==> src/rtl/core/rog_cmd_queue.sv <==
module rog_cmd_queue #(
  parameter int W = 8
) (
  input  logic         clk,
  input  logic         rst,
  input  logic         push,
  input  logic [W-1:0] push_data,
  output logic         not_full,
  input  logic         pop,
  output logic         not_empty,
  output logic [W-1:0] head
);

  logic [W-1:0] slots [2];
  logic         wp;
  logic         rp;
  logic [1:0]   count;

  assign not_full  = (count != 2'd2);
  assign not_empty = (count != 2'd0);
  assign head      = slots[rp];

  // two-entry ring with occupancy count
  always_ff @(posedge clk) begin
    if (rst) begin
      wp    <= 1'b0;
      rp    <= 1'b0;
      count <= 2'd0;
    end else begin
      if (push) wp <= ~wp;
      if (pop) rp <= ~rp;
      if (push && !pop) count <= count + 2'd1;
      else if (pop && !push) count <= count - 2'd1;
    end
  end

  // payload storage
  always_ff @(posedge clk) begin
    if (push) slots[wp] <= push_data;
  end

endmodule

==> config.mk <==
export PLATFORM = sky130hd
export DESIGN_NAME = rog_cmd_queue
export DESIGN_NICKNAME = d
export VERILOG_FILES = /design/src/rtl/core/rog_cmd_queue.sv
export SDC_FILE = /design/constraint.sdc
export NUM_CORES = 1
export LEC_CHECK = 0
export ABC_AREA = 1
export BUFFER_PORTS_ARGS = -buffer_cell sky130_fd_sc_hd__buf_2
export CAP_MARGIN = 25
export CORE_MARGIN = 2
export CORE_UTILIZATION = 35
export CTS_CLUSTER_DIAMETER = 120
export DETAILED_ROUTE_END_ITERATION = 16
export HOLD_SLACK_MARGIN = 0.06
export PLACE_DENSITY = 0.59
export SLEW_MARGIN = 20
export SYNTH_ARGS = -nofsm -noshare
export SYNTH_HDL_FRONTEND = slang
export SYNTH_SLANG_ARGS = --single-unit
export TNS_END_PERCENT = 10
==> constraint.sdc <==
create_clock -name clk -period 1.1 [get_ports clk]
set_input_delay 0.055 -clock clk [delete_from_list [all_inputs] [get_ports clk]]
set_output_delay 0.055 -clock clk [all_outputs]
set_load 0.1 [all_outputs]
Word level (Yosys, flattened, before mapping)
Memory sizes are Yosys's and may differ from the RTL's. A register that Yosys moved wholly into a read port is not among the register bits. Cells that the tools add are included.

Add/subtract/negate cells: 2. Equality and inequality tests: 1. Bitwise gates (word level): 2. Mux-type cells: 6. Reduce and logical (&&, ||, !) cells: 6.

Operators by type and width (count): $mux W1 (4); $mux W2 (2); $reduce_bool A2 Y1 (2); $add A2 B1 Y2 const B (1); $logic_and A1 B1 Y1 (2); $logic_not A1 Y1 (2); $ne A2 B2 Y1 const B (1); $not A1 Y1 (2); $sub A2 B1 Y2 const B (1).

Input bits: 12. Logic and storage cells: 21. Memories: 1. Register bits after elaboration: 4. Bits in writable memories: 16.

Memory list: slots (depth 2, width 8, rd ports 1, clocked after Yosys merged registers in 1, wr ports 1, RTL line 14) `logic [W-1:0] slots [2];`.

Longest topological paths before layout
Gate-level depths: netlist (run 1).

Depth in word-level cells: 4. Gate-level depth with buffers: 8.

Least setup slack after synthesis (run 1)
OpenSTA, ideal clock, no wires.

Path type: register -> output. Start point: register count[0]. End point: output port not_full. Setup slack: 0.024 ns. Data arrival time: 1.021 ns. Cell stages (with the launch flop): 3. Path buffers: 0. Data required time: 1.045 ns. Path through: dfxtp_1 > inv_2 > nand2_1.

Word-level cells in the longest chain between the ends: 1.

Ends and longest elaborated chain: start: declaration (RTL line 17) `logic [1:0] count;`; start signal: assignment (RTL line 32) `if (push && !pop) count <= count + 2'd1;`; start signal: assignment (RTL line 33) `else if (pop && !push) count <= count - 2'd1;`; $ne A2 B2 Y1 (RTL line 19) `assign not_full = (count != 2'd2);`; end: declaration (RTL line 8) `output logic not_full,`.

No other way between the ends.

==> run summary, run 1 <==
Status = finished, violations left
Failing checks = negative setup slack
Post-Synthesis Cells = 58
Worst Setup End Kind = output pin
Worst Reg-to-Reg Cells = 2
Antenna Nets Post-Route = 0
Setup tns final = -1.60 ns
Max frequency = 0.766 GHz
Largest net degree at the start of global routing = 12
# DRC = 0
Die area = 2810 sq um
Total grt overflow = 0
Detailed Place HPWL = 906 microns
Root Buffer Master = clkbuf_4
FF+latch count, synth = 21
Startpoint Class = flop
Final hold vios = 0
Total CTS buffers = 3
Placed cell count = 108
FF-to-FF setup slack = 0.09 ns
Relative slew slack = 76.6%
Worst flop-to-flop path startpoint = wp$_SDFFE_PP0P_
CTS sink cnt = 21
Synth-to-layout area growth = 53.4%
Starting DRT DRC Count = 5
Slew @ Worst Pin = 0.351 ns
Yosys top cell by area = edfxtp_1
Post-Route Utilization = 57.8%
Total Routed Length = 1330 microns
1st-pass router iterations = 2
Clock Latency Late Sink = 0.28 ns
Maxcap violations = 0
Layout cells sized above 1 = 42.1%
Core area = 2230 sq um
CTS H-Tree Depth = 1
Reg-to-Reg End = slots[1][5]$_DFFE_PP_
Ys Warns = 0
WHS Path Cells = 3
Hold Path Class = in2reg
GRT Total Usage = 10.8%
Standard-cell rows = 17
Vias in the first global route = 525
VDD IR max = 0.000980 V
RSZ-0062 raised after global routing = yes
Fin crit share = 119%
Starting Density = 37.6%
Hold path start = push
Via count = 523
Non-Filler Instances = 123
Hold path endpoint = count[0]$_SDFFE_PP0P_
Io pins = 22
Worst-path clk slew = 0.10 ns
N_diodes = 0
Setup Skew = 0.00156 ns
Final nets = 109
Power Density = 1540 nW/um^2
Max-slew violation count = 0
PnR worst setup slack = -0.205 ns
Final setup viols = 8
Synth Area per Inst = 14.5 sq um
Initial antenna violation count = 0
First-pass GRT wire length = 2150 microns
CP max FO = 8
Port bufs = 21
Horiz. Die Dim = 53.0 microns
Syn_nets = 71
Share of the synthesized area in the top cell type = 57.1%
Post-detailed-route wirelength per cell = 10.8 microns
Main area contributors after synthesis = edfxtp_1 57%, mux2_4 14%, dfxtp_1 12%
Vias per cell = 4.25
Synth unique cells = 16
Data arrival, critical path = 1.25 ns
TritonCTS clock tree = yes
Die height = 53.0 microns
Total Power = 1980 uW
Req. time, crit path = 1.04 ns
Final-layout fill cell count = 188
P_leak = 0.000554 uW
Area of the mapped netlist = 841 sq um
Final GP Congestion = 0.628
Setup CP Type = reg2out
Clock buffer depth = 2
Fin crit period = 1.30 ns
Sequential share of the synthesized area = 69.0%
-- repair_timing --
item	in CTS	in global routing
resized for setup	1	3
cloned	0	0
endpoints found under the setup margin	8	10
buffers inserted	0	0
pin swaps	0	0
hold endpoints to repair	19	0
hold buffers	11	0
-- where the power goes --
| part | total [uW] | switching [uW] | internal, uW |
|---|---|---|---|
| clock | 333 | 192 | 140 |
| combinational | 723 | 435 | 288 |
| sequential | 929 | 19.7 | 909 |
| total | 1980 | 647 | 1340 |
-- worst max path at each step --
stage,startpoint,cells after the start,end
floorplan,count[0]$_SDFFE_PP0P_,2,not_full
global placement,flop,3,head[4]
detailed placement,flop,3,head[0]
CTS,flop,3,head[0]
global route,flop,3,head[4]
finish,flop,3,head[0]
-- kinds of logic after synthesis --
family          after synthesis  share of synthesized area [%]
flops                        21                           69.0
simple gates                 15                           7.59
buf+inv                      10                           5.36
mux                           8                           14.3
compound gates                2                           1.19
xor+xnor                      1                           1.04
fa+ha+maj                     1                           1.49
-- cell usage in the layout (no fill, tap or decap) --
| master | Yosys | layout |
|---|---|---|
| inv_1 | 8 | 8 |
| clkbuf_4 | 0 | 3 |
| nand2_2 | 1 | 2 |
| dfxtp_1 | 5 | 2 |
| nand3_1 | 1 | 1 |
| nand2_1 | 6 | 5 |
| buf_12 | 0 | 11 |
| xnor2_1 | 1 | 1 |
| ha_1 | 1 | 1 |
| buf_2 | 0 | 11 |
| inv_2 | 1 | 1 |
| mux2_4 | 8 | 8 |
| clkbuf_1 | 0 | 1 |
| buf_4 | 0 | 1 |
| dfxtp_2 | 0 | 3 |
| nor3_1 | 1 | 1 |
| o21ai_0 | 1 | 1 |
| a21oi_1 | 1 | 1 |
| nand4_1 | 1 | 1 |
| nor2_1 | 5 | 5 |
| edfxtp_1 | 16 | 16 |
| dlygate4sd3_1 | 0 | 11 |
-- per-layer routing --
layer | GRT usage, % | vias up | routed length (microns)
met5 | 0 | - | 0
met4 | 3.85 | 0 | 0
met3 | 3.11 | 0 | 95
met2 | 20.0 | 17 | 739
li1 | - | 270 | -
met1 | 11.4 | 236 | 494
-- state kept, by name, summed over array words and instances (netlist names), named ones only --
signal and flops:
wp 1, slots 16, rp 1, count 2
-- cell usage after synthesis --
library cell  instances
nand4_1               1
dfxtp_1               5
a21oi_1               1
nand2_2               1
buf_6                 1
edfxtp_1             16
mux2_4                8
ha_1                  1
nor3_1                1
o21ai_0               1
inv_2                 1
inv_1                 8
xnor2_1               1
nand3_1               1
nand2_1               6
nor2_1                5
-- cell type report --
class                           count  area [sq um]  area share (%)
Tap cell                           28          35.0            2.72
Inverter                            9          33.8            2.62
Timing Repair Buffer               34           393            30.5
Clock buffer                        4          26.3            2.04
Sequential cell                    21           584            45.3
Multi-Input combinational cell     27           218            16.9
-- critical path, stage by stage, from the launching register on --
cell and delay, ns:
dfxtp_2 0.35, buf_12 0.13, mux2_4 0.32, buf_12 0.17
-- stage by stage --
| step | hold slack (ns) | setup slack, ns | cell area [sq um] |
|---|---|---|---|
| after floorplan | 0.127 | 0.0239 | 841 |
| after global placement | 0.244 | 0.0854 | 1150 |
| after detailed placement | 0.248 | 0.0785 | 1150 |
| after CTS | 0.147 | -0.220 | 1280 |
| after global routing | 0.192 | -0.251 | 1290 |
| final | 0.168 | -0.205 | 1290 |
(Power assumes the default switching activity.)
==> run 2, diff against run 1 <==
Settings changed: ABC_AREA 1 to not set, CORE_UTILIZATION 35 to 44, PLACE_DENSITY 0.59 to 0.72.
==> run 2 against run 1 <==
  * The run still ends with negative setup slack left
  * Synthesized cell count fell by 19%
  * Hold slack improved by 0.059 ns
  * Sequential share of layout area rose by 0.62 points
  * Die area fell by 24%
  * Maximum frequency fell by 2.6%
  * Setup slack got worse by 0.035 ns
  * Sequential power rose by 2.3%
  * Largest cell class unchanged
  * Highest routed layer is now met4
==> run summary, run 2 <==
Total grt overflow = 0
CP max-delay cell = dfxtp_2
Max-slew violation count = 0
Sequential Power Share = 45.3%
Setup Skew = 0.00465 ns
FF+latch count, synth = 21
Hold path start = push
Number of cells on the critical path = 3
Initial antenna violation count = 0
Final setup viols = 9
First-pass GRT wire length = 2210 microns
Final GP Congestion = 0.650
Layout cells sized above 1 = 45.9%
Main synth FF type = edfxtp_1
Io pins = 22
Final-layout fill cell count = 114
Worst Reg-to-Reg Cells = 3
Sw Ratio = 33.9%
Worst Setup End Kind = output pin
Post-synth EDFFs = 16
Post-synth top cells = 16 x edfxtp_1, 8 x mux2_1, 5 x dfxtp_1
Synth unique cells = 16
Critical Path Max Stage Delay = 0.36 ns
Relative slew slack = 86.7%
Failing checks = negative setup slack
Final hold vios = 0
Asr flop ratio synth = 0%
Worst Path Buf+Inv = 2
Vias per cell = 4.53
Crit-path cells = buf_12 -> mux2_4 -> buf_12
Main area contributors after synthesis = edfxtp_1 61%, dfxtp_1 13%, mux2_1 12%
Commonest non-fill, non-tap cell in the layout = edfxtp_1
Fin crit period = 1.34 ns
Total Power = 2100 uW
Standard-cell rows = 15
Setup CP Type = reg2out
Antenna Nets Post-Route = 0
Area of the multi-input gates = 226 sq um
Root Buffer Master = clkbuf_4
Clock buffer depth = 2
Synth Area per Inst = 16.7 sq um
Total CTS buffers = 3
RSZ-0062 raised after global routing = yes
Placed cell count = 95
Worst flop-to-flop path startpoint = count[0]$_SDFFE_PP0P_
Hold_ws = 0.228 ns
Core area = 1710 sq um
Largest register FFs = 16
Clock Power Share = 16.8%
TritonCTS clock tree = yes
Reg-to-Reg End = count[1]$_SDFFE_PP0P_
Horiz. Die Dim = 46.2 microns
Fin crit share = 122%
Slew @ Worst Pin = 0.199 ns
Final nets = 99
Setup tns final = -1.89 ns
GRT Total Usage = 15.9%
Ys Warns = 0
CTS H-Tree Depth = 1
Via count = 498
Data arrival, critical path = 1.28 ns
CTS sink cnt = 21
Startpoint Class = flop
N_diodes = 0
Starting Density = 45.9%
P_leak = 0.000522 uW
Power Internal = 1390 uW
FF-to-FF setup slack = 0.08 ns
Worst-path clk slew = 0.11 ns
PnR worst setup slack = -0.240 ns
Clock Latency Late Sink = 0.29 ns
Die height = 46.2 microns
Hold path endpoint = count[0]$_SDFFE_PP0P_
Commonest non-fill, non-tap cells in the layout = 16 x edfxtp_1, 11 x dlygate4sd3_1, 11 x buf_2, 11 x buf_12, 8 x mux2_4
Largest registers = slots (16), count (2)
Share of the synthesized area in the top cell type = 61.3%
Status = finished, violations left
WHS Path Cells = 4
Largest net degree at the start of global routing = 12
Gate power share = 38.0%
Power Density = 1650 nW/um^2
CP max FO = 8
VDD IR max = 0.00120 V
CP dominant cell by count = buf_12
Yosys top cell by area = edfxtp_1
Non-Filler Instances = 110
Net Sw Power = 711 uW
Starting DRT DRC Count = 4
Post-Synthesis Cells = 47
Port bufs = 21
Detailed Place HPWL = 792 microns
Vias in the first global route = 531
Total Routed Length = 1460 microns
Kind of cell adding the most delay to the critical path = flip-flops
Req. time, crit path = 1.04 ns
Sequential share of the synthesized area = 74.1%
Top-count cell post-synth = edfxtp_1
Syn_nets = 60
Synth-to-layout area growth = 62.5%
Area of the mapped netlist = 783 sq um
Post-detailed-route wirelength per cell = 13.3 microns
Die area = 2130 sq um
Maxcap violations = 0
1st-pass router iterations = 4
Largest reg by FF count = slots
Hold Path Class = in2reg
# DRC = 0
Register area = 584 sq um
Max frequency = 0.746 GHz
[run 2: through the flow]
step	util, %	instance area [sq um]	setup slack [ns]
after global placement	57.4	980	-0.0355
after floorplan	-	783	-0.170
after CTS	74.5	1270	-0.239
after detailed placement	57.4	980	-0.0542
final	74.5	1270	-0.240
after global routing	74.5	1270	-0.279
[run 2: repair_timing]
action / 4_1_cts / 5_1_grt
endpoints found under the hold margin: 21 / 0
setup buffers: 0 / 0
resized for setup: 51 / 0
hold buffers: 11 / 0
gates cloned: 0 / 0
endpoints found under the setup margin: 10 / 10
[run 2: power groups by stage]
stage	combinational (uW)	sequential (uW)	clock (uW)
CTS	796	946	359
global placement	599	956	0
finish	796	950	352
floorplan	452	950	0
global route	825	956	391
detailed placement	606	958	0
[run 2: metal layers]
layer	global-route usage, %	vias up	part of all wire [%]
met5	0	-	0
met4	8.57	0	1.1
met3	3.92	2	4.8
met2	30.8	17	57
met1	14.6	236	37
li1	-	243	-
[run 2: worst max-delay path by stage]
stage | startpoint | endpoint
after floorplan | flop | head[1]
after global placement | flop | head[5]
after detailed placement | flop | head[6]
after CTS | flop | head[6]
after global routing | flop | head[1]
final | flop | head[1]
[run 2: final cells by class]
cell class / instances / share of cell area (%)
inverters: 1 / 0.295
repair buffers: 35 / 31.5
clock buffers: 4 / 2.06
multi-input cells: 24 / 17.8
flip-flops and latches: 21 / 45.9
well taps: 25 / 2.46
[run 2: worst reg2reg max path: cells and delay by family (launching register included)]
| kind | cells | cell delay [ns] |
|---|---|---|
| AO/OA/AOI/OAI | 1 | 0.14 |
| XOR/XNOR | 1 | 0.16 |
| flip-flops | 1 | 0.36 |
| AND/OR/NAND/NOR | 1 | 0.30 |
[run 2: kinds of logic after synthesis]
kind of cell,synth area share [%]
buffers and inverters,1.12
XOR/XNOR,4.47
flip-flops,74.1
AO/OA/AOI/OAI,1.28
AND/OR/NAND/NOR,5.91
multiplexers,11.5
adder cells (fa/ha/maj),1.60
