<file path="config.mk">
export PLATFORM = sky130hd
export DESIGN_NAME = rog_front
export DESIGN_NICKNAME = d
export VERILOG_FILES = /design/src/rtl/core/rog_pkg.sv /design/src/rtl/core/rog_front.sv
export SDC_FILE = /design/constraint.sdc
export NUM_CORES = 1
export LEC_CHECK = 0
export BUFFER_PORTS_ARGS = -buffer_cell sky130_fd_sc_hd__buf_2
export CAP_MARGIN = 20
export CORE_ASPECT_RATIO = 1.1
export CORE_MARGIN = 2
export CORE_UTILIZATION = 42
export DETAILED_ROUTE_END_ITERATION = 12
export GPL_TIMING_DRIVEN = 1
export PLACE_DENSITY = 0.69
export SLEW_MARGIN = 20
export SYNTH_ARGS = -nofsm -noshare
export SYNTH_HDL_FRONTEND = slang
export SYNTH_SLANG_ARGS = --single-unit
</file>
<file path="constraint.sdc">
create_clock -name clk -period 6.2 [get_ports clk]
set_clock_uncertainty 0.05 [all_clocks]
set_input_delay 1.24 -clock clk [delete_from_list [all_inputs] [get_ports clk]]
set_output_delay 1.24 -clock clk [all_outputs]
set_load 0.02 [all_outputs]
</file>
<file path="src/rtl/core/rog_pkg.sv">
package rog_pkg;

  // input mode codes
  localparam logic [1:0] MODE_MOVE  = 2'd0;
  localparam logic [1:0] MODE_WRITE = 2'd1;
  localparam logic [1:0] MODE_READ  = 2'd2;

  // cell state codes
  localparam logic [1:0] CELL_UNKNOWN = 2'd0;
  localparam logic [1:0] CELL_FREE    = 2'd1;
  localparam logic [1:0] CELL_OCC     = 2'd2;
  localparam logic [1:0] CELL_BAD     = 2'd3;

  // occupancy percent values
  localparam logic [6:0] PCT_FREE    = 7'd0;
  localparam logic [6:0] PCT_UNKNOWN = 7'd50;
  localparam logic [6:0] PCT_OCC     = 7'd100;

  // width of a center offset and of a shifted source coordinate
  localparam int DW = 17;
  localparam int SW = 18;

  // classified request kinds
  typedef enum logic [2:0] {
    K_NONE,
    K_MOVE_STAY,
    K_MOVE_SHIFT,
    K_WRITE,
    K_READ
  } kind_t;

  // back end sequencer states
  typedef enum logic [2:0] {
    ST_CLEAR,
    ST_RUN,
    ST_SETUP,
    ST_WALK,
    ST_DRAIN
  } state_t;

  // classified request passed from front to back
  typedef struct packed {
    kind_t                  kind;
    logic                   in_grid;
    logic [1:0]             value;
    logic signed [DW-1:0]   dx;
    logic signed [DW-1:0]   dy;
  } cmd_t;

  function automatic logic [6:0] pct_of(input logic [1:0] s);
    logic [6:0] p;
    p = PCT_UNKNOWN;
    if (s == CELL_OCC) p = PCT_OCC;
    else if (s == CELL_FREE) p = PCT_FREE;
    return p;
  endfunction

endpackage

</file>
<file path="src/rtl/core/rog_front.sv">
module rog_front #(
  parameter int GRID_SIDE = 64,
  parameter int AW = 12
) (
  input  logic                clk,
  input  logic                rst,
  input  logic                in_valid,
  output logic                in_ready,
  input  logic [1:0]          mode,
  input  logic signed [15:0]  center_x,
  input  logic signed [15:0]  center_y,
  input  logic [5:0]          cell_x,
  input  logic [5:0]          cell_y,
  input  logic [1:0]          cell_value,
  input  logic                init_done,
  input  logic                q_not_full,
  output logic                q_push,
  output rog_pkg::cmd_t       q_cmd,
  output logic [AW-1:0]       q_idx
);
  import rog_pkg::*;

  logic signed [15:0] last_x;
  logic signed [15:0] last_y;
  logic               accept;

  assign in_ready = init_done && q_not_full;
  assign accept   = in_valid && in_ready;
  assign q_push   = accept;

  // classify the request and form offsets and cell index
  always_comb begin
    q_cmd.dx      = DW'(center_x) - DW'(last_x);
    q_cmd.dy      = DW'(center_y) - DW'(last_y);
    q_cmd.in_grid = (32'(cell_x) < GRID_SIDE) && (32'(cell_y) < GRID_SIDE);
    q_cmd.value   = (cell_value == CELL_BAD) ? CELL_UNKNOWN : cell_value;
    q_idx         = AW'(32'(cell_y) * GRID_SIDE + 32'(cell_x));
    unique case (mode)
      MODE_MOVE: begin
        q_cmd.kind = ((center_x != last_x) || (center_y != last_y)) ? K_MOVE_SHIFT
                                                                     : K_MOVE_STAY;
      end
      MODE_WRITE: q_cmd.kind = K_WRITE;
      MODE_READ:  q_cmd.kind = K_READ;
      default:    q_cmd.kind = K_NONE;
    endcase
  end

  // last center follows accepted moves
  always_ff @(posedge clk) begin
    if (rst) begin
      last_x <= '0;
      last_y <= '0;
    end else if (accept && (mode == MODE_MOVE)) begin
      last_x <= center_x;
      last_y <= center_y;
    end
  end

endmodule

</file>
== Word-level counts from Yosys, hierarchy flattened ==
Cells that the tools add are included.
Widths: inputs -> output; s select.

* $add $sub $neg: 3
* Eq/ne operators: 5
* Multiplexer cells: 3
* Reduce and logical (&&, ||, !) cells: 5

{| class="wikitable"
|+ Operators by type and width
! cell !! count
|-
| $sub 16x16->17 || 2
|-
| $ne 16x16->1 || 2
|-
| $add 12x6->12 || 1
|-
| $pmux 3 s3 || 1
|-
| $eq 2x2->1 const B || 2
|-
| $mux 2 || 2
|-
| $logic_and 1x1->1 || 3
|-
| $eq 2x1->1 const B || 1
|-
| $logic_not 2->1 || 1
|-
| $logic_or 1x1->1 || 1
|}

* Register bits: 32
* Bits of input ports: 53
* Output and inout bits: 54
* Logic and storage cells: 18

== Longest topological paths before layout ==
Gate-level depths: netlist of run 1.

* Depth in word-level cells: 4
* Mapped depth: 8
* Gate-level depth less buffers: 8

== Least setup slack after synthesis of run 1 ==
OpenSTA, ideal clock, no wires.

* Path kind: input -> output
* From: in center_y[0]
* To: out q_cmd[12] in the netlist's numbering
* Arrival time: 3231 ps
* Data required time: 4910 ps
* Path slack: 1679 ps
* Cell stages on the path: 8
* Path buffers: 0
* Cells stage by stage: inv_1 ha_1 fa_1 and2b_1 o21ai_0 a211oi_1 nor4_1 a311oi_1

{| class="wikitable"
|+ RTL lines
! what !! line !! text
|-
| start: declaration || rog_front.sv:11 || <nowiki>input logic signed [15:0] center_y,</nowiki>
|-
| end: declaration || rog_front.sv:18 || <nowiki>output rog_pkg::cmd_t q_cmd,</nowiki>
|}

==> impl_results.md, run 1 <==
* Status: completed
* Register bit count reported by yosys at 32
* Ranking of synthesized cells by area: dfxtp_1 (21%), ha_1 (13%), nand2_1 (10%)
* CP startpoint kind: input port
* Drt first pass iters at 4
* Top-count cell post-synth: nand2_1
* Largest area contributor in the netlist: dfxtp_1
* Sink Count at 32
* Post-synthesis adder-cell area fraction at 0.1452
* Setup TNS at 0 ns
* Min Clock Period, post-route at 4.735 ns
* Post-route ant nets at 0
* Chip Width at 85.03 µm
* Initial core utilization at 0.4329
* Largest net degree at the start of global routing at 33
* Logic pwr share at 0.375
* Fin Hold WS at 0.4046 ns
* Design area at 0.003497 mm²
* Syn_area_per_cell at 6.988 µm²
* Cell Rows at 32
* Sequential power share at 0.351
* Post-synth top cells: nand2_1 (84), a21oi_1 (56), inv_1 (44)
* Multi-input logic area at 0.002077 mm²
* Core Region at 0.007007 mm²
* Worst setup path class: in -> out
* DIE HEIGHT at 93.13 µm
* HP Class: reg -> reg
* Placed Instance Area at 0.003410 mm²
* Post-DR wirelength/cell at 13.10 µm
* Pwr dens at 170.4 mW/mm²
* XOR/XNOR Fraction of Synth Area at 0.06064
* Static Leakage at 1.459 nW
* Number of enable flip-flop cells after synthesis at 0
* Largest family of logic cells by synthesized area: compound AO/OA/AOI/OAI gates
* Ys async rst share at 0
* Fmax achieved at 0.2112 GHz
* Final WL at 7.622 mm
* Share of cells above drive strength 1 at 0.1952
* Global-route wire length before repair at 12.63 mm
* Global route overflow at 0
* Synth Area in Compound Gates at 0.2417
* CP endpoint kind: output pin
* Switching component of the power at 0.0002239 W
* Worst slew pin tran at 0.6370 ns
* Worst Path Required at 4.91 ns
* Clk buf depth at 2
* Max FO, Critical Path at 4
* Sw Share at 0.3758
* Initial antenna violation count at 0
* DR iter-0 viols at 156
* Netlist area before placement at 0.003033 mm²
* Setup bufs post-CTS at 0
* Area Growth Syn to Fin at 15.31%
* Register area share after synthesis at 0.2112
* Mux cell area share after synthesis at 0.006601
* Final max-slew violation count at 0
* CTS tree: built
* Antenna cells at 0
* # DRC at 0
* Global-route total usage across every layer at 0.1950
* # hold bufs at CTS at 0
* Buffers on Ports at 81
* Gp weighted congestion at 0.8511
* Slew margin rel. at 0.5753
* DP Wirelength at 5.854 mm
* Max-cap violations at 0
* PostCTS Resize Cnt at 0
* CP arrival at 3.45 ns
* Num CTS Buffers at 5
* Setup-failing EPs final at 0
* RSZ-0062 raised after global routing: no
* P_int at 0.0003720 W
* Fin nets at 583
* Clock transition at path regs at 0.07 ns
* Synth warn at 0
* Main synth FF type: dfxtp_1
* Register Area at 640.6 µm²
* Unique masters post-synth at 51
* Synth top area share at 0.2112
* Clk pwr share at 0.274
* Io pins at 107
* Htree depth at 2
* Vias in the first global route at 2841
* Die area at 0.007918 mm²
* Peak supply drop at 0.00009263 V
* # fillers at 733
* Post-synthesis cell count at 434
* Fin. Hold Viols at 0
* Via count at 3099
* Post-synthesis simple-gate area fraction at 0.2277
* Clk root buf: clkbuf_8
* DR vias/cell at 5.325
* Syn nets at 521
* Final period utilization at 0.7637
* Clk_lat worst skew at 0.29 ns
-- logic make-up after synthesis --
logic type,after synthesis
AOI/OAI and AO/OA,119
xor gates and xnor gates,21
adders and majority gates,34
buffers and inverters,72
DFF,32
muxes,2
other,1
and+or+nand+nor,153
-- power by group through the flow --
stage                     logic (W)  registers (W)  clock network, W
after floorplan            0.000165       0.000214                 0
after global placement     0.000222       0.000214                 0
after detailed placement   0.000223       0.000214                 0
after CTS                  0.000224       0.000209          0.000171
after global routing       0.000247       0.000210          0.000182
final                      0.000224       0.000209          0.000163
-- metrics by stage --
step	total power (W)	utilization	worst slack, ns	instances
after floorplan	0.0003788	-	1.679	434
after global placement	0.0004356	0.4866	1.549	574
after detailed placement	0.0004369	0.4866	1.473	574
after CTS	0.0006040	0.4991	1.465	582
after global routing	0.0006376	0.4991	1.259	582
final	0.0005960	0.4991	1.465	582
-- flip-flops by register name, summed over array words and instances, names as in the netlist --
signal and flops:
last_x 16, last_y 16
-- worst paths after layout --
| path | to | start | slack, ns | depth (start not counted) |
|---|---|---|---|---|
| worst min register to register | last_x[9] | last_x[9] | 0.40 | 2 |
| worst min-delay path | last_x[9] | last_x[9] | 0.40 | 2 |
| worst max register to register | last_x[1] | last_x[1] | 5.49 | 2 |
| worst max-delay path | q_cmd[12] | center_y[0] | 1.46 | 10 |
-- worst max-delay path, stage by stage --
cell and delay (ns):
buf_2 0.09, inv_1 0.04, ha_1 0.21, fa_1 0.39, and2b_1 0.22, o21ai_0 0.13
a211oi_1 0.54, nor4_1 0.11, a311oi_1 0.27, buf_2 0.21
-- placed cells by master, fill, tap and decap left out, types with 3 or more instances in the layout --
master | Yosys | layout
nand2_1 | 84 | 84
buf_2 | 1 | 81
a21oi_1 | 56 | 56
inv_1 | 44 | 44
ha_1 | 32 | 32
dfxtp_1 | 32 | 32
nor2_1 | 23 | 23
o21ai_0 | 18 | 18
xnor2_1 | 16 | 16
and3_1 | 7 | 7
nor2b_1 | 7 | 7
a21o_1 | 6 | 6
nand4_1 | 6 | 6
nand3_1 | 5 | 5
and2_1 | 5 | 5
o21bai_1 | 5 | 5
xor2_1 | 5 | 5
clkbuf_8 | 0 | 5
nor4_1 | 4 | 4
a211oi_1 | 4 | 4
o31a_1 | 4 | 4
o21a_1 | 3 | 3
a31oi_1 | 3 | 3
-- routing by layer --
metal	GRT usage	up-vias	part of all wire
li1	-	1596	-
met1	0.2415	1381	0.44
met2	0.3242	106	0.47
met3	0.04854	16	0.067
met4	0.07540	0	0.025
met5	0	-	0
-- area by class of cell --
cell class | count | share of cell area
Multi-Input combinational cell | 330 | 0.5939
Sequential cell | 32 | 0.1832
Timing Repair Buffer | 83 | 0.1202
Inverter | 44 | 0.04723
Tap cell | 85 | 0.03041
Clock buffer | 5 | 0.01968
Clock inverter | 3 | 0.005367
Note: power is estimated with default switching activity, not from simulation.
==> run 2, diff against run 1 <==
--- a/config.mk
+++ b/config.mk
@@ -12,7 +12,7 @@
 export CORE_UTILIZATION = 42
 export DETAILED_ROUTE_END_ITERATION = 12
 export GPL_TIMING_DRIVEN = 1
-export PLACE_DENSITY = 0.69
+export PLACE_DENSITY = 0.72
 export SLEW_MARGIN = 20
 export SYNTH_ARGS = -nofsm -noshare
 export SYNTH_HDL_FRONTEND = slang
==> constraint.sdc (replaced) <==
create_clock -name clk -period 3.82 [get_ports clk]
set_clock_uncertainty 0.05 [all_clocks]
set_input_delay 0.764 -clock clk [delete_from_list [all_inputs] [get_ports clk]]
set_output_delay 0.764 -clock clk [all_outputs]
set_load 0.02 [all_outputs]
==> run 2 against run 1 <==
Hold slack is essentially flat. Critical path depth shrank 2. First-iteration DRC count shrank 14%. Combinational power grew 63%. Via count grew 0.55%. Sequential power grew 63%. Power grew 61%. Sequential share of layout area shrank 0.072 points. Global-route usage grew 0.11 points. Critical endpoint is now q_cmd[15]. Highest routed layer unchanged.
==> impl_results.md, run 2 (same netlist as run 1, synthesis figures left out) <==
* Fin. Hold Viols at 0 (unchanged)
* Initial antenna violation count at 0 (unchanged)
* Peak supply drop at 0.0001457 V (+57%)
* Share of cells above drive strength 1 at 0.1988 (+0.003624)
* Setup-failing EPs final at 0 (unchanged)
* CP max stage delay at 0.46 ns (-0.08 ns)
* Clock transition at path regs at 0.07 ns (about the same)
* Htree depth at 2 (unchanged)
* Placed Cells at 576 (+0.35%)
* Final WL at 7.628 mm (about the same)
* Pre-CTS setup slack at 0.1929 ns (-1.280 ns)
* Cell Rows at 32 (unchanged)
* Die area at 0.007918 mm² (unchanged)
* Fin nets at 585 (+0.34%)
* CTS tree: built
* Commonest non-fill, non-tap cell in the layout: nand2_1
* Min Clock Period, post-route at 3.596 ns
* Setup TNS at 0 ns (unchanged)
* Clk buf depth at 2 (unchanged)
* R2r setup slk at 3.09 ns (-2.40 ns)
* Largest registers: last_x (16), last_y (16)
* WHS Endpoint: last_y[2]
* Post-route ant nets at 0 (unchanged)
* Global-route total usage across every layer at 0.1960 (+0.001076)
* Area Growth Syn to Fin at 15.76%
* Setup slack after layout at 0.2242 ns (-1.241 ns)
* Clk_lat worst skew at 0.29 ns (about the same)
* RSZ-0062 raised after global routing: no
* Global-route wire length before repair at 12.83 mm (+1.6%)
* Initial core utilization at 0.4329 (unchanged)
* Setup bufs post-CTS at 0 (unchanged)
* Max-cap violations at 0 (unchanged)
* # DRC at 0 (unchanged)
* CP startpoint kind: input port
* Worst Path Required at 3.01 ns (-1.90 ns)
* Finished Layout Cells at 583 (+0.17%)
* R2r endpoint: last_y[1]
* Final max-slew violation count at 0 (unchanged)
* Hold path cells at 2 (unchanged)
* Fmax achieved at 0.2781 GHz
* CP cell instances: buf_2, ha_1, a211oi_1, o21bai_1, o21ai_2, mux2i_1, nor4_1, buf_2
* Chip Width at 85.03 µm (unchanged)
* Max FO, Critical Path at 5 (+1)
* Cells on worst reg2reg path at 2 (unchanged)
* Global route overflow at 0 (unchanged)
* Antenna cells at 0 (unchanged)
* Io pins at 107 (unchanged)
* Static Leakage at 1.463 nW (+0.24%)
* Vias in the first global route at 2882 (+1.4%)
* Drt first pass iters at 4 (unchanged)
* HP Class: reg -> reg
* Crit path max-delay cell type: a211oi_1
* Via count at 3116 (+0.55%)
* Critical Path Most Common Cell: buf_2
* DR vias/cell at 5.345 (+0.38%)
* Worst flop-to-flop path startpoint: last_y[1]
* Slew margin rel. at 0.5957 (+0.02042)
* Status: completed
* Sink Count at 32 (unchanged)
* DR iter-0 viols at 134 (-14%)
* DIE HEIGHT at 93.13 µm (unchanged)
* Num CTS Buffers at 5 (unchanged)
* Largest net degree at the start of global routing at 33 (unchanged)
* Worst setup path class: in -> out
* Buffers on Ports at 81 (unchanged)
* Commonest cells after routing, fill and taps aside: nand2_1 (84), buf_2 (81), a21oi_1 (56)
* Post-DR wirelength/cell at 13.08 µm (about the same)
* Gp weighted congestion at 0.8991 (+5.6%)
* Worst slew pin tran at 0.6064 ns (-0.03063 ns)
* DP Wirelength at 5.830 mm (-0.41%)
* Pwr dens at 274.0 mW/mm² (+61%)
* Final period utilization at 0.9413
* CP endpoint kind: output pin
* Core Region at 0.007007 mm² (unchanged)
* CP arrival at 2.78 ns (-0.67 ns)
* Hold_sp: last_y[2]
* Clk root buf: clkbuf_8
run 2: routing by layer:
layer | global-route usage | vias to the layer above | wire length, µm
met2 | 0.3451 | 95 | 3571
met5 | 0 | - | 0
li1 | - | 1599 | -
met4 | 0.05423 | 0 | 99
met3 | 0.03442 | 13 | 514
met1 | 0.2445 | 1409 | 3442
run 2: worst max-delay path, delay by kind of cell:
kind	cells	cell delay, ns
fa+ha+maj	1	0.35
compound gates	3	0.88
buf+inv	2	0.35
simple gates	1	0.35
mux	1	0.10
run 2: power breakdown:
group          leakage (nW)  internal [W]  switching (W)
registers             0.258      0.000338     0.00000209
clock network        0.0400      0.000123       0.000134
logic                  1.16      0.000140       0.000225
total                  1.46      0.000601       0.000361
run 2: layout make-up:
cell class,instances,area (µm²)
fillers,735,3496
multi-input cells,330,2082
flip-flops and latches,32,640.6
repair buffers,85,435.4
inverters,44,165.2
well taps,85,106.4
clock buffers,5,68.82
clock inverters,2,12.51
run 2: through the flow:
step / hold WS (ns) / cell area [µm²] / total power [W] / util
global route: 0.4256 / 3511 / 0.001023 / 0.5011
CTS: 0.4068 / 3506 / 0.0009697 / 0.5004
floorplan: 0.3803 / 3033 / 0.0006148 / -
finish: 0.4042 / 3511 / 0.0009619 / 0.5011
detailed placement: 0.3967 / 3425 / 0.0007098 / 0.4888
global placement: 0.3917 / 3425 / 0.0007056 / 0.4888
run 2: how the worst max path moves through the flow:
stage,start,depth (start not counted),to
2_1_floorplan,center_y[0],8,q_cmd[12]
3_3_place_gp,center_y[0],11,q_cmd[14]
3_5_place_dp,center_y[0],11,q_cmd[14]
4_1_cts,center_y[0],11,q_cmd[14]
5_1_grt,center_y[4],8,q_cmd[15]
6_report,center_y[4],8,q_cmd[15]
run 2: what timing repair did:
| action | in CTS | in global routing |
|---|---|---|
| setup endpoints to repair | 0 | 1 |
| endpoints found under the hold margin | 0 | 0 |
| hold buffers | 0 | 0 |
| resized for setup | 0 | 2 |
==> run 3, diff against run 2 <==
--- a/config.mk
+++ b/config.mk
@@ -13,6 +13,7 @@
 export DETAILED_ROUTE_END_ITERATION = 12
 export GPL_TIMING_DRIVEN = 1
 export PLACE_DENSITY = 0.72
+export RECOVER_POWER = 50
 export SLEW_MARGIN = 20
 export SYNTH_ARGS = -nofsm -noshare
 export SYNTH_HDL_FRONTEND = slang
==> run 3 against run 2 <==
Core utilization down 0.054 points. Maximum frequency about the same. Power about the same. Count of clock-buffer cells in the layout unchanged. Die area unchanged. Non-clock buffer count unchanged. Wire length down 0.13%. Hold slack unchanged. Via count down 0.13%. Sequential power about the same. Clock power about the same. First-iteration DRC count unchanged.
==> impl_results.md, run 3 (same netlist as run 1, synthesis figures left out) <==
* Sink Count at 32 (unchanged)
* Commonest non-fill, non-tap cell in the layout: nand2_1
* Die area at 0.007918 mm² (unchanged)
* # DRC at 0 (unchanged)
* Antenna cells at 0 (unchanged)
* RSZ-0062 raised after global routing: no
* Setup TNS at 0 ns (unchanged)
* Drt first pass iters at 4 (unchanged)
* Post-route ant nets at 0 (unchanged)
* Worst setup path class: in -> out
* Peak supply drop at 0.0001444 V (-0.91%)
* Setup bufs post-CTS at 0 (unchanged)
* Min Clock Period, post-route at 3.597 ns (+0.001008 ns)
* DR iter-0 viols at 134 (unchanged)
* Share of cells above drive strength 1 at 0.1968 (-0.002008)
* DIE HEIGHT at 93.13 µm (unchanged)
* Pwr dens at 274.2 mW/mm² (about the same)
* PostCTS Resize Cnt at 0 (unchanged)
* Fin. Hold Viols at 0 (unchanged)
* CP startpoint kind: input port
* WHS Endpoint: last_y[2]
* Final WL at 7.618 mm (-0.13%)
* Max-cap violations at 0 (unchanged)
* Hold path cells at 2 (unchanged)
* CP max stage delay at 0.46 ns (about the same)
* Initial antenna violation count at 0 (unchanged)
* Pre-CTS setup slack at 0.1929 ns (unchanged)
* CP endpoint kind: output pin
* Fmax achieved at 0.2780 GHz (about the same)
* Io pins at 107 (unchanged)
* # hold bufs at CTS at 0 (unchanged)
* Global route overflow at 0 (unchanged)
* Final max-slew violation count at 0 (unchanged)
* Clk buf depth at 2 (unchanged)
* Placed Cells at 576 (unchanged)
* Area Growth Syn to Fin at 15.64%
* Num CTS Buffers at 5 (unchanged)
* Buffers on Ports at 81 (unchanged)
* Final period utilization at 0.9416 (about the same)
* Critical Path Most Common Cell: buf_2
* Finished Layout Cells at 583 (unchanged)
* DR vias/cell at 5.338 (-0.13%)
* Worst slew pin tran at 1.443 ns (+0.8369 ns)
* Fin nets at 585 (unchanged)
* Gp weighted congestion at 0.8991 (unchanged)
* Hold_sp: last_y[2]
* Global-route wire length before repair at 12.83 mm (unchanged)
* CTS tree: built
* Largest registers: last_x (16), last_y (16)
* Static Leakage at 1.459 nW (-0.26%)
* CP arrival at 2.78 ns (about the same)
* Cells on worst reg2reg path at 2 (unchanged)
* Global-route total usage across every layer at 0.1960 (unchanged)
* HP Class: reg -> reg
* Worst Path Required at 3.01 ns (about the same)
* Clk_lat worst skew at 0.29 ns (about the same)
* Max FO, Critical Path at 5 (unchanged)
* R2r endpoint: last_y[1]
* Initial core utilization at 0.4329 (unchanged)
* Clk root buf: clkbuf_8
* Clock transition at path regs at 0.07 ns (about the same)
* Chip Width at 85.03 µm (unchanged)
* Cell Rows at 32 (unchanged)
* Slew margin rel. at 0.03780 (-0.5579)
* Via count at 3112 (-0.13%)
* Htree depth at 2 (unchanged)
* Vias in the first global route at 2882 (unchanged)
* Crit path max-delay cell type: a211oi_1
* Setup slack after layout at 0.2231 ns (-0.001008 ns)
* Post-DR wirelength/cell at 13.07 µm (-0.13%)
* Setup-failing EPs final at 0 (unchanged)
* Worst flop-to-flop path startpoint: last_y[1]
* Core Region at 0.007007 mm² (unchanged)
* DP Wirelength at 5.830 mm (unchanged)
* Status: completed
* R2r setup slk at 3.05 ns (-0.04 ns)
* CP cell instances: buf_2, ha_1, a211oi_1, o21bai_1, o21ai_2, mux2i_1, nor4_1, buf_2
* Commonest cells after routing, fill and taps aside: nand2_1 (84), buf_2 (81), a21oi_1 (56)
* Largest net degree at the start of global routing at 33 (unchanged)
## run 3: cell count changes in the layout (fill, tap and decap cells not counted)
cell / change
and2_0: +1
buf_4: -1
and2_1: -1
clkbuf_1: +1
## run 3: power breakdown
group	leakage (nW)	internal (W)	total (W)	switching (W)
clock network	0.0400	0.000123	0.000257	0.000134
registers	0.258	0.000338	0.000340	0.00000209
logic	1.16	0.000140	0.000365	0.000225
total	1.46	0.000601	0.000962	0.000361
## run 3: routing by layer
layer | global-route usage | up-vias | wire, µm
met1 | 0.2445 | 1406 | 3455
met5 | 0 | - | 0
met4 | 0.05423 | 0 | 99
met2 | 0.3451 | 93 | 3562
met3 | 0.03442 | 13 | 501
li1 | - | 1600 | -
## run 3: layout make-up
cell class / instances / area (µm²)
well taps: 85 / 106.4
multi-input cells: 330 / 2082
clock buffers: 5 / 68.82
repair buffers: 85 / 431.7
clock inverters: 2 / 12.51
inverters: 44 / 165.2
fillers: 737 / 3500
flip-flops and latches: 32 / 640.6
## run 3: worst max-delay path by stage
stage / end / cells after the start / from
floorplan: q_cmd[12] / 8 / center_y[0]
global placement: q_cmd[14] / 11 / center_y[0]
detailed placement: q_cmd[14] / 11 / center_y[0]
CTS: q_cmd[14] / 11 / center_y[0]
global route: q_cmd[15] / 8 / center_y[4]
finish: q_cmd[15] / 8 / center_y[4]
## run 3: per-stage QoR
step	power (W)	cell area (µm²)	utilization	hold WS [ns]
6_report	0.0009618	3507	0.5005	0.4042
5_1_grt	0.001023	3507	0.5005	0.4256
4_1_cts	0.0009697	3506	0.5004	0.4068
3_5_place_dp	0.0007098	3425	0.4888	0.3967
3_3_place_gp	0.0007056	3425	0.4888	0.3917
2_1_floorplan	0.0006148	3033	-	0.3803
## run 3: worst max-delay path: cells and delay by family
| kind | cells | cell delay, ns |
|---|---|---|
| simple gates | 1 | 0.35 |
| mux | 1 | 0.10 |
| compound gates | 3 | 0.88 |
| buf+inv | 2 | 0.35 |
| fa+ha+maj | 1 | 0.35 |
